File: src/hdl/skt_pkg.sv
`timescale 1ns / 1ps
// Shared types and codes for the sorted key table.
// No dependencies; used by sorted_key_table.
package skt_pkg;

  // Command codes on the input word; the unused code acts as a search
  localparam logic [1:0] CMD_INSERT = 2'd0;
  localparam logic [1:0] CMD_REMOVE = 2'd1;
  localparam logic [1:0] CMD_SEARCH = 2'd2;

  localparam int unsigned KEY_W   = 32;
  localparam int unsigned POS_W   = 6;
  localparam int unsigned COUNT_W = 7;

  typedef enum logic [1:0] {
    ST_OK      = 2'd0,
    ST_FULL    = 2'd1,
    ST_DUP     = 2'd2,
    ST_MISSING = 2'd3
  } status_e;

  typedef enum logic [2:0] {
    S_IDLE,
    S_SCAN,
    S_SHIFT,
    S_PLACE,
    S_FINISH
  } state_e;

endpackage

File: src/hdl/sorted_key_table.sv
`timescale 1ns / 1ps
// Top level of the sorted key table: control sequencer around the key store.
// Depends on skt_pkg and skt_ram.
//
// Holds up to CAPACITY unique signed keys in ascending order in a single-port
// read / single-port write memory, plus an entry count. Each input word is an
// insert, remove or search; each produces one output word with a status, a
// position and the entry count after the operation. Words are handled one at
// a time. A search is a linear scan that reads one entry per cycle through
// the memory read port. An insert at position p adds a shift pass that moves
// the larger keys up one slot and writes the new key; a remove at position s
// adds a pass that moves later keys down. The result word is held until the
// consumer takes it. An insert on a full table skips the scan and goes
// straight to its result. The memory needs no clearing after reset: only
// slots below the entry count are ever read.
module sorted_key_table #(
  parameter int unsigned CAPACITY = 64
) (
  input  logic               clk_i,
  input  logic               rst_ni,
  input  logic               in_valid_i,
  output logic               in_ready_o,
  input  logic [1:0]         cmd_i,
  input  logic signed [31:0] key_i,
  output logic               out_valid_o,
  input  logic               out_ready_i,
  output logic [1:0]         status_o,
  output logic [5:0]         position_o,
  output logic [6:0]         entry_count_o
);

  localparam int unsigned AW = $clog2(CAPACITY);
  localparam int unsigned CW = $clog2(CAPACITY + 1);

  skt_pkg::state_e  state_q, state_d;
  skt_pkg::status_e status_q, status_d;
  logic [1:0]         cmd_q, cmd_d;
  logic signed [31:0] key_q, key_d;
  logic [CW-1:0]      fill_q, fill_d;
  logic [CW-1:0]      rd_ptr_q, rd_ptr_d;
  logic [CW-1:0]      lt_q, lt_d;
  logic [CW-1:0]      slot_q, slot_d;
  logic               pvld_q, pvld_d;
  logic [CW-1:0]      pidx_q, pidx_d;

  logic               out_valid_q, out_valid_d;
  skt_pkg::status_e   out_status_q, out_status_d;
  logic [5:0]         out_pos_q, out_pos_d;
  logic [6:0]         out_cnt_q, out_cnt_d;

  logic               rd_en, wr_en, ld_out, hit;
  logic [AW-1:0]      rd_addr, wr_addr;
  logic [31:0]        wr_data, rd_data;
  logic [CW-1:0]      rd_prev;
  logic [CW+5:0]      slot_ext;
  logic [CW+6:0]      fill_ext;
  logic               is_insert, is_remove;

  skt_ram #(
    .Depth (CAPACITY),
    .AddrW (AW),
    .DataW (skt_pkg::KEY_W)
  ) u_ram (
    .clk_i     (clk_i),
    .wr_en_i   (wr_en),
    .wr_addr_i (wr_addr),
    .wr_data_i (wr_data),
    .rd_en_i   (rd_en),
    .rd_addr_i (rd_addr),
    .rd_data_o (rd_data)
  );

  assign rd_prev   = rd_ptr_q - CW'(1);
  assign is_insert = (cmd_q == skt_pkg::CMD_INSERT);
  assign is_remove = (cmd_q == skt_pkg::CMD_REMOVE);
  assign hit       = pvld_q && (rd_data == key_q);
  assign slot_ext  = {6'b0, slot_q};
  assign fill_ext  = {7'b0, fill_d};

  // Sequence scan, shift, place and result load
  always_comb begin
    state_d      = state_q;
    status_d     = status_q;
    cmd_d        = cmd_q;
    key_d        = key_q;
    fill_d       = fill_q;
    rd_ptr_d     = rd_ptr_q;
    lt_d         = lt_q;
    slot_d       = slot_q;
    pvld_d       = 1'b0;
    pidx_d       = pidx_q;
    rd_en        = 1'b0;
    rd_addr      = rd_ptr_q[AW-1:0];
    wr_en        = 1'b0;
    wr_addr      = pidx_q[AW-1:0];
    wr_data      = rd_data;
    ld_out       = 1'b0;
    in_ready_o   = 1'b0;
    out_status_d = out_status_q;
    out_pos_d    = out_pos_q;
    out_cnt_d    = out_cnt_q;

    case (state_q)
      skt_pkg::S_IDLE: begin
        in_ready_o = 1'b1;
        if (in_valid_i) begin
          cmd_d    = cmd_i;
          key_d    = key_i;
          rd_ptr_d = '0;
          lt_d     = '0;
          slot_d   = '0;
          if (cmd_i == skt_pkg::CMD_INSERT && fill_q == CW'(CAPACITY)) begin
            status_d = skt_pkg::ST_FULL;
            state_d  = skt_pkg::S_FINISH;
          end else begin
            state_d = skt_pkg::S_SCAN;
          end
        end
      end

      skt_pkg::S_SCAN: begin
        if (hit) begin
          // Key present: duplicate on insert, otherwise report its slot
          if (is_insert) begin
            status_d = skt_pkg::ST_DUP;
            state_d  = skt_pkg::S_FINISH;
          end else begin
            status_d = skt_pkg::ST_OK;
            slot_d   = pidx_q;
            if (is_remove) begin
              rd_ptr_d = pidx_q + CW'(1);
              state_d  = skt_pkg::S_SHIFT;
            end else begin
              state_d = skt_pkg::S_FINISH;
            end
          end
        end else if (!pvld_q && rd_ptr_q >= fill_q) begin
          // Scan done without a match
          if (is_insert) begin
            status_d = skt_pkg::ST_OK;
            slot_d   = lt_q;
            rd_ptr_d = fill_q;
            state_d  = skt_pkg::S_SHIFT;
          end else begin
            status_d = skt_pkg::ST_MISSING;
            state_d  = skt_pkg::S_FINISH;
          end
        end else begin
          // Count smaller keys, issue the next read
          if (pvld_q && $signed(rd_data) < key_q) begin
            lt_d = lt_q + CW'(1);
          end
          if (rd_ptr_q < fill_q) begin
            rd_en    = 1'b1;
            rd_addr  = rd_ptr_q[AW-1:0];
            pvld_d   = 1'b1;
            pidx_d   = rd_ptr_q;
            rd_ptr_d = rd_ptr_q + CW'(1);
          end
        end
      end

      skt_pkg::S_SHIFT: begin
        // Write back the word read last cycle
        if (pvld_q) begin
          wr_en   = 1'b1;
          wr_addr = pidx_q[AW-1:0];
          wr_data = rd_data;
        end
        if (is_insert) begin
          // Move keys up from the top down to the insert slot
          if (rd_ptr_q > slot_q) begin
            rd_en    = 1'b1;
            rd_addr  = rd_prev[AW-1:0];
            pvld_d   = 1'b1;
            pidx_d   = rd_ptr_q;
            rd_ptr_d = rd_prev;
          end else if (!pvld_q) begin
            state_d = skt_pkg::S_PLACE;
          end
        end else begin
          // Move later keys down over the removed slot
          if (rd_ptr_q < fill_q) begin
            rd_en    = 1'b1;
            rd_addr  = rd_ptr_q[AW-1:0];
            pvld_d   = 1'b1;
            pidx_d   = rd_prev;
            rd_ptr_d = rd_ptr_q + CW'(1);
          end else if (!pvld_q) begin
            state_d = skt_pkg::S_FINISH;
          end
        end
      end

      skt_pkg::S_PLACE: begin
        wr_en   = 1'b1;
        wr_addr = slot_q[AW-1:0];
        wr_data = key_q;
        state_d = skt_pkg::S_FINISH;
      end

      skt_pkg::S_FINISH: begin
        if (!out_valid_q || out_ready_i) begin
          ld_out = 1'b1;
          if (status_q == skt_pkg::ST_OK && is_insert) begin
            fill_d = fill_q + CW'(1);
          end else if (status_q == skt_pkg::ST_OK && is_remove) begin
            fill_d = fill_q - CW'(1);
          end
          out_status_d = status_q;
          out_pos_d    = slot_ext[5:0];
          out_cnt_d    = fill_ext[6:0];
          state_d      = skt_pkg::S_IDLE;
        end
      end

      default: begin
        state_d = skt_pkg::S_IDLE;
      end
    endcase
  end

  // Hold the output word until taken
  always_comb begin
    if (ld_out) begin
      out_valid_d = 1'b1;
    end else if (out_ready_i) begin
      out_valid_d = 1'b0;
    end else begin
      out_valid_d = out_valid_q;
    end
  end

  // Control registers
  always_ff @(posedge clk_i or negedge rst_ni) begin
    if (!rst_ni) begin
      state_q     <= skt_pkg::S_IDLE;
      fill_q      <= '0;
      pvld_q      <= 1'b0;
      out_valid_q <= 1'b0;
    end else begin
      state_q     <= state_d;
      fill_q      <= fill_d;
      pvld_q      <= pvld_d;
      out_valid_q <= out_valid_d;
    end
  end

  // Payload registers
  always_ff @(posedge clk_i) begin
    status_q     <= status_d;
    cmd_q        <= cmd_d;
    key_q        <= key_d;
    rd_ptr_q     <= rd_ptr_d;
    lt_q         <= lt_d;
    slot_q       <= slot_d;
    pidx_q       <= pidx_d;
    out_status_q <= out_status_d;
    out_pos_q    <= out_pos_d;
    out_cnt_q    <= out_cnt_d;
  end

  assign out_valid_o   = out_valid_q;
  assign status_o      = out_status_q;
  assign position_o    = out_pos_q;
  assign entry_count_o = out_cnt_q;

  // Entry count never exceeds the table size
  a_fill_bound: assert property (@(posedge clk_i) disable iff (!rst_ni)
    fill_q <= CW'(CAPACITY))
    else $error("entry count above capacity");

  // Memory is written only while shifting or placing a key
  a_write_phase: assert property (@(posedge clk_i) disable iff (!rst_ni)
    wr_en |-> (state_q == skt_pkg::S_SHIFT || state_q == skt_pkg::S_PLACE))
    else $error("key store written outside shift or place");

  // Entry count changes only together with a result load
  a_fill_update: assert property (@(posedge clk_i) disable iff (!rst_ni)
    !$stable(fill_q) |-> $past(ld_out))
    else $error("entry count changed without a result");

  // An accepted word starts a scan or goes straight to its result
  a_accept_next: assert property (@(posedge clk_i) disable iff (!rst_ni)
    (in_valid_i && in_ready_o) |=>
      (state_q == skt_pkg::S_SCAN || state_q == skt_pkg::S_FINISH))
    else $error("accepted word did not start processing");

endmodule

File: src/hdl/skt_ram.sv
`timescale 1ns / 1ps
// Key store of the sorted key table: one write port, one read port,
// read data registered. No package dependencies.
module skt_ram #(
  parameter int unsigned Depth = 64,
  parameter int unsigned AddrW = $clog2(Depth),
  parameter int unsigned DataW = 32
) (
  input  logic             clk_i,
  input  logic             wr_en_i,
  input  logic [AddrW-1:0] wr_addr_i,
  input  logic [DataW-1:0] wr_data_i,
  input  logic             rd_en_i,
  input  logic [AddrW-1:0] rd_addr_i,
  output logic [DataW-1:0] rd_data_o
);

  logic [DataW-1:0] mem_q [Depth];
  logic [DataW-1:0] rd_data_q;

  // Write the word at the write address
  always_ff @(posedge clk_i) begin
    if (wr_en_i) begin
      mem_q[wr_addr_i] <= wr_data_i;
    end
  end

  // Register the read word
  always_ff @(posedge clk_i) begin
    if (rd_en_i) begin
      rd_data_q <= mem_q[rd_addr_i];
    end
  end

  assign rd_data_o = rd_data_q;

endmodule
File: config.mk
export PLATFORM = sky130hd
export DESIGN_NAME = sorted_key_table
export DESIGN_NICKNAME = d
export VERILOG_FILES = /design/src/hdl/skt_pkg.sv /design/src/hdl/sorted_key_table.sv /design/src/hdl/skt_ram.sv
export SDC_FILE = /design/constraint.sdc
export NUM_CORES = 2
export LEC_CHECK = 0
export ABC_AREA = 0
export BUFFER_PORTS_ARGS = -buffer_cell sky130_fd_sc_hd__buf_2
export CORE_MARGIN = 2
export CORE_UTILIZATION = 43
export CTS_BUF_LIST = sky130_fd_sc_hd__clkbuf_8
export CTS_CLUSTER_DIAMETER = 50
export DETAILED_ROUTE_END_ITERATION = 10
export PLACE_DENSITY = 0.6
export SYNTH_ARGS = -nofsm -noshare
export SYNTH_HDL_FRONTEND = slang
export SYNTH_SLANG_ARGS = --single-unit
File: constraint.sdc
create_clock -name clk_i -period 12 [get_ports clk_i]
set_clock_uncertainty 0.05 [all_clocks]
set_input_delay 0.6 -clock clk_i [delete_from_list [all_inputs] [get_ports clk_i]]
set_output_delay 0.6 -clock clk_i [all_outputs]
set_load 0.03 [all_outputs]
Word-level counts from Yosys, hierarchy flattened

Memory sizes are Yosys's and may differ from the RTL's. A register that Yosys moved wholly into a read port is not among the register bits.
Index checks and enable logic that the tools add are counted.

Output and inout bits: 17
Logic and storage cells: 145
Bits of input ports: 38
Bits in registers: 91
Memories: 1
RAM bits: 2,048

Reductions and logical operators: 25
Mux-type cells: 71
Add/sub/neg operators: 6
Order comparisons: 4
Equal/unequal tests: 24

Memories:

| name        | words | width | rd ports | clocked after Yosys merged registers in | write ports | RTL line      | RTL |
|---|---|---|---|---|---|---|---|
| u_ram.mem_q | 64    | 32    | 1        | 1                                       | 1           | skt_ram.sv:18 | `logic [DataW-1:0] mem_q [Depth];` |

Operator list:

| operator                                                               | count |
|---|---|
| 7-bit two-way mux                                                      | 26 |
| 7-bit one-hot mux with 2 select lines                                  | 3 |
| 3-bit two-way mux                                                      | 13 |
| 32-bit equality test                                                   | 1 |
| 32-bit < comparator                                                    | 1 |
| 32-bit two-way mux                                                     | 1 |
| 7-bit by 1-bit adder with 7-bit output (second input constant)         | 4 |
| 6-bit two-way mux                                                      | 4 |
| 3-bit != test (second input constant)                                  | 8 |
| 7-bit one-hot mux with 3 select lines                                  | 1 |
| 6-bit AND reduction                                                    | 3 |
| 2-bit != test (second input constant)                                  | 8 |
| 3-bit one-hot mux with 5 select lines                                  | 1 |
| 7-bit by 1-bit subtractor with 7-bit output (second input constant)    | 2 |
| 1-bit two-way mux                                                      | 13 |
| 2-bit two-way mux                                                      | 6 |
| 5-bit AND reduction                                                    | 2 |
| 7-bit equality test (second input constant)                            | 1 |
| 7-bit >= comparator                                                    | 1 |
| 7-bit greater-than comparator                                          | 1 |
| 7-bit < comparator                                                     | 1 |
| 3-bit by 2-bit equality test with 1-bit output (second input constant) | 2 |
| 1-bit logical AND                                                      | 6 |
| 2-bit logical NOT                                                      | 3 |
| 13 further kinds                                                       | 18 |

Logic depth before layout (Yosys ltp)

Word-level depth: 6
Mapped depth: 19

Modules after synthesis

From an unflattened synthesis, not the netlist that was laid out.

Cells, all modules: 4,108
Area, all modules: 85,172.9 um^2

By module, submodules not included:

| module           | sequential area each (um^2) | area each (um^2) | cells an instance | instances |
|---|---|---|---|---|
| skt_ram          | 62,459.9                    | 79,268.5         | 3,504             | 1 |
| sorted_key_table | 2,672.6                     | 5,904.4          | 604               | 1 |

Worst setup path after synthesis

No wires, ideal clock.

Path kind: register to register
Start: register rd_ptr_q[0]
End: register u_ram.rd_data_q[0], in the netlist u_ram.rd_data_o[0], read port of u_ram.mem_q, enable pin
Data arrival time: 5.350 ns
Stages on the path, launching flop included: 13
Library setup time: 0.468 ns
Data required time: 11.482 ns
Path buffers: 4
Setup slack: 6.132 ns
Cells stage by stage: edfxtp_1 -> clkbuf_1 -> inv_1 -> clkbuf_1 -> buf_1 -> ha_1 -> nor2b_1 -> o21ai_0 -> a21oi_1 -> o41ai_1 -> clkbuf_1 -> a31oi_1 -> o21ai_0

Word-level cells in the longest chain between the ends: 5
Elaborated cells between the ends (all ways): 14

RTL lines:

| what                                                             | RTL line                                                                  | RTL |
|---|---|---|
| from (decl)                                                      | sorted_key_table.sv:40                                                    | `logic [CW-1:0] rd_ptr_q, rd_ptr_d;` |
| from (signal assigned)                                           | sorted_key_table.sv:254                                                   | `rd_ptr_q <= rd_ptr_d;` |
| 7-bit < comparator / 7-bit >= comparator (equally long branches) | sorted_key_table.sv:153, sorted_key_table.sv:183, sorted_key_table.sv:137 |  |
| 1-bit two-way mux / 1-bit logical AND (equally long branches)    | --                                                                        |  |
| 1-bit two-way mux (2 in series)                                  | --                                                                        |  |
| 1-bit one-hot mux with 2 select lines *                          | --                                                                        |  |
| via pvld_d                                                       | sorted_key_table.sv:43                                                    | `logic pvld_q, pvld_d;` |
| to (decl)                                                        | skt_ram.sv:19                                                             | `logic [DataW-1:0] rd_data_q;` |

Mark *: on every way through the listed nets, which the timed path passes. The rest lies on a longest branch.
A chain may end at the register's enable or synchronous reset.

Final worst setup path

Start: register rd_ptr_q[0]
End: register u_ram.rd_data_q[31], in the netlist u_ram.rd_data_o[31], read port of u_ram.mem_q, data pin

Word-level cells in the longest chain between the ends: 5
Elaborated cells between the ends (all ways): 14

RTL lines:

| what                                                             | RTL line                                                                  | RTL |
|---|---|---|
| 7-bit < comparator / 7-bit >= comparator (equally long branches) | sorted_key_table.sv:153, sorted_key_table.sv:183, sorted_key_table.sv:137 |  |
| 1-bit two-way mux / 1-bit logical AND (equally long branches)    | sorted_key_table.sv:153, sorted_key_table.sv:183, sorted_key_table.sv:137 |  |
| 1-bit two-way mux                                                | sorted_key_table.sv:137                                                   | `end else if (!pvld_q && rd_ptr_q >= fill_q) begin` |
| 1-bit two-way mux                                                | sorted_key_table.sv:122                                                   | `if (hit) begin` |
| 1-bit one-hot mux with 2 select lines                            | sorted_key_table.sv:103                                                   | `case (state_q)` |

Parallel ways exist; a longest one is shown, timed or not.

==> metrics.txt <==
outcome finished clean; initial core utilization 43.3%; Worst Path Arrival 8.05 ns; DRC 0; number of placed cells counting well taps 8479; Vias about 56000; worst vdd ir 0.305 mV; Setup TNS 0 ns; IO Pins 55; share of cells above drive strength 1 between 10% and 20%; post-DR vias/cell 6.14; reg2reg start rd_ptr_q[0]$_DFFE_PP_; final setup vio count 0; nets@finish ~6300; row cnt about 170; Area Overhead vs Synth 13.3%; Syn Area/Cell 14.8 µm²; drt total wl ~290000 µm; hold_sp key_i[17]; Global Route Usage Sum 27.1%; core area 203000 µm²; Placed Area 92500 µm²; Worst Path Max Fanout 56; vias in the first global route 54000; Synth warnings 0; Worst-Margin Slew 1.44 ns; Worst R2R Setup Slack 4.72 ns; Netlist Area Pre-Place 87700 µm²; HP Class input pin to flip-flop; FF-to-FF End u_ram.rd_data_o[31]$_DFFE_PP_; I/O Buffers 54; Syn Inst Count 5914; WHS Endpoint key_q[17]$_DFFE_PP_; Num CTS Buffers about 370; WS Path Type flip-flop to flip-flop; first-pass iteration count of the detailed router 8; clk root buf clkbuf_8; synth unique cells 77; Worst EP required 12.77 ns; Yosys top cell by area edfxtp_1; Synth Flop Type edfxtp_1; final core utilization 49.1%; post-layout min period 7.28 ns; post-synth net total 6006; Die ar. a little over 200000 µm²; DR WL/cell 31.5 µm; CTS tree done; Post-synth EDFFs 2159; startpoint class of the critical path flip-flop; Die X between 400 and 500 µm; Post-synth ARST share 0.553%; RSZ-0062 raised after global routing false; Max-Slew Margin vs Limit 2.95%; initial antenna violation count 10; Routed Antenna Nets 0; first-pass GRT wire length 404000 µm; Final Hold Fails 0; f_max 0.137 GHz; R2R depth 15; H-Tree Level Count 5; Crit. End Element flip-flop; period utilization 60.7%; Final HPWL DP 156000 µm; die extent in y 456 µm; non-filler cells, final about 9100; Clock Tree Buf Depth 4; # resized after CTS 0; total gr overflow 0; pre-CTS setup slack 4.87 ns; Seq/Total Area, Yosys 74.3%; synthesis-stage register bit count 2171; pin count of the biggest net entering global routing 125; GPL Wtd Cong 0.884; register clock-pin slew on the reported worst setup and hold paths 0.07 ns; Clock Latency Late Sink 1.08 ns; Max-Cap Viols 0; TritonCTS Sinks 2171; Worst Hold Depth 2; final instance area 99400 µm²; main area contributors after synthesis edfxtp_1 (74%), mux2i_1 (6.2%), nand2_1 (4.0%); Pins Over Slew Limit 0; Yosys top cell area share 73.9%; worst setup margin 4.72 ns; Leak 33.5 nW; Power Density 291 nW/µm²; DRT iter0 DRCs 8795
[worst max path at each step]
stage	cells after the start	startpoint	end	slack [ns]
2_1_floorplan	12	rd_ptr_q[0]$_DFFE_PP_	u_ram.rd_data_o[0]$_DFFE_PP_	6.13
3_3_place_gp	15	rd_ptr_q[0]$_DFFE_PP_	u_ram.rd_data_o[20]$_DFFE_PP_	3.58
3_5_place_dp	15	rd_ptr_q[0]$_DFFE_PP_	u_ram.rd_data_o[31]$_DFFE_PP_	4.87
4_1_cts	15	rd_ptr_q[0]$_DFFE_PP_	u_ram.rd_data_o[31]$_DFFE_PP_	4.86
5_1_grt	15	rd_ptr_q[0]$_DFFE_PP_	u_ram.rd_data_o[31]$_DFFE_PP_	4.68
6_report	15	rd_ptr_q[0]$_DFFE_PP_	u_ram.rd_data_o[31]$_DFFE_PP_	4.72
[power by group]
part | total (W) | internal [W] | switching (W)
clock | 0.00604 | 0.00307 | 0.00297
sequential | 0.0104 | 0.0101 | 0.000328
combinational | 0.0125 | 0.00340 | 0.00907
[layout make-up]
class,instances,area (µm²)
Antenna cell,3,7.51
Clock buffer,379,5220
Clock inverter,248,1240
Fill cell,17000,103000
Inverter,62,234
Multi-Input combinational cell,3305,21800
Sequential cell,2171,65100
Tap cell,2672,3340
Timing Repair Buffer,306,2370
[sequential cells by signal, indices dropped and copies added (netlist names), 2 cells and up]
signal           cells
state_q              3
status_o             2
u_ram.rd_data_o     32
position_o           6
key_q               32
fill_q               7
slot_q               7
pidx_q               7
lt_q                 7
status_q             2
entry_count_o        7
cmd_q                2
rd_ptr_q             7
u_ram.mem_q       2048
[per-stage QoR]
stage	total power (W)	hold slack, ns
final	0.0289	0.180
after global routing	0.0299	0.150
after CTS	0.0287	0.101
after detailed placement	0.0227	0.394
after global placement	0.0225	0.388
after floorplan	0.0177	0.254
[layer usage]
| metal | track usage [%] | share of wire, % | vias up |
|---|---|---|---|
| met3 | 6.15 | 12 | 598 |
| met5 | 0 | 0.0045 | - |
| met1 | 37.5 | 39 | 28400 |
| met2 | 40.5 | 44 | 3510 |
| met4 | 13.3 | 5.2 | 2 |
| li1 | - | - | 23600 |
[synth_stat cells, drive strengths merged (7+ instances only)]
cell / number
o221ai: 56
and2: 8
o21a: 12
nand2b: 7
o211ai: 8
o32ai: 20
nor2b: 15
or3: 7
a21oi: 436
and3: 11
a32oi: 22
dfrtp: 12
o22ai: 314
nor2: 127
a221o: 13
mux2i: 545
a21o: 17
edfxtp: 2159
a221oi: 13
ha: 54
a2111oi: 40
a211oi: 54
nand4: 14
nor4: 134
o311ai: 18
nand2: 925
buf: 219
a31oi: 13
or4: 21
xnor2: 33
nor3: 104
inv: 60
o32a: 9
o21ai: 137
nand3: 29
mux2: 11
xor2: 12
clkbuf: 157
[what timing repair did]
item                                   4_1_cts  5_1_grt
buffers inserted                             0        0
hold buffers                                37        0
endpoints found under the hold margin       48        0
[placed cells by master (no fill, tap or decap), drive strengths merged, types with 14 or more instances in the layout]
cell	Yosys	final
o311ai	18	18
buf	219	269
o32ai	20	20
ha	54	54
a21oi	436	436
or4	21	21
edfxtp	2159	2159
a21o	17	17
xnor2	33	33
o21ai	137	137
clkbuf	157	379
o22ai	314	314
nor3	104	104
clkinv	2	122
nand3	29	29
a211oi	54	54
a2111oi	40	40
nor2b	15	15
nor4	134	134
nand4	14	14
nor2	127	127
inv	60	168
nand2	925	925
o221ai	56	56
a32oi	22	22
mux2i	545	545
dlygate4sd3	0	37
[worst max-delay path, cell delays in order (launching register included)]
cell and delay (ns):
edfxtp_1 0.38, buf_4 0.28, inv_1 0.10, buf_4 0.54, ha_2 0.31, buf_4 0.56, inv_1 0.33, o2111ai_1 0.30
a21o_4 0.48, or2_0 0.21, and2_4 0.59, buf_4 0.83, o22ai_1 0.14, nor4_1 0.84, a21oi_1 0.52, o32a_1 0.45
[cells by family (layout without fill, tap and decap cells)]
family,after synthesis,after routing,synth area share [%]
AOI/OAI and AO/OA,1231,1231,8.89
xor gates and xnor gates,45,45,0.449
adders and majority gates,54,54,0.770
buffers and inverters,438,995,2.17
DFF,2171,2171,74.3
muxes,562,562,6.52
other,0,3,0
and+or+nand+nor,1413,1413,6.95
(Power assumes the default switching activity.)
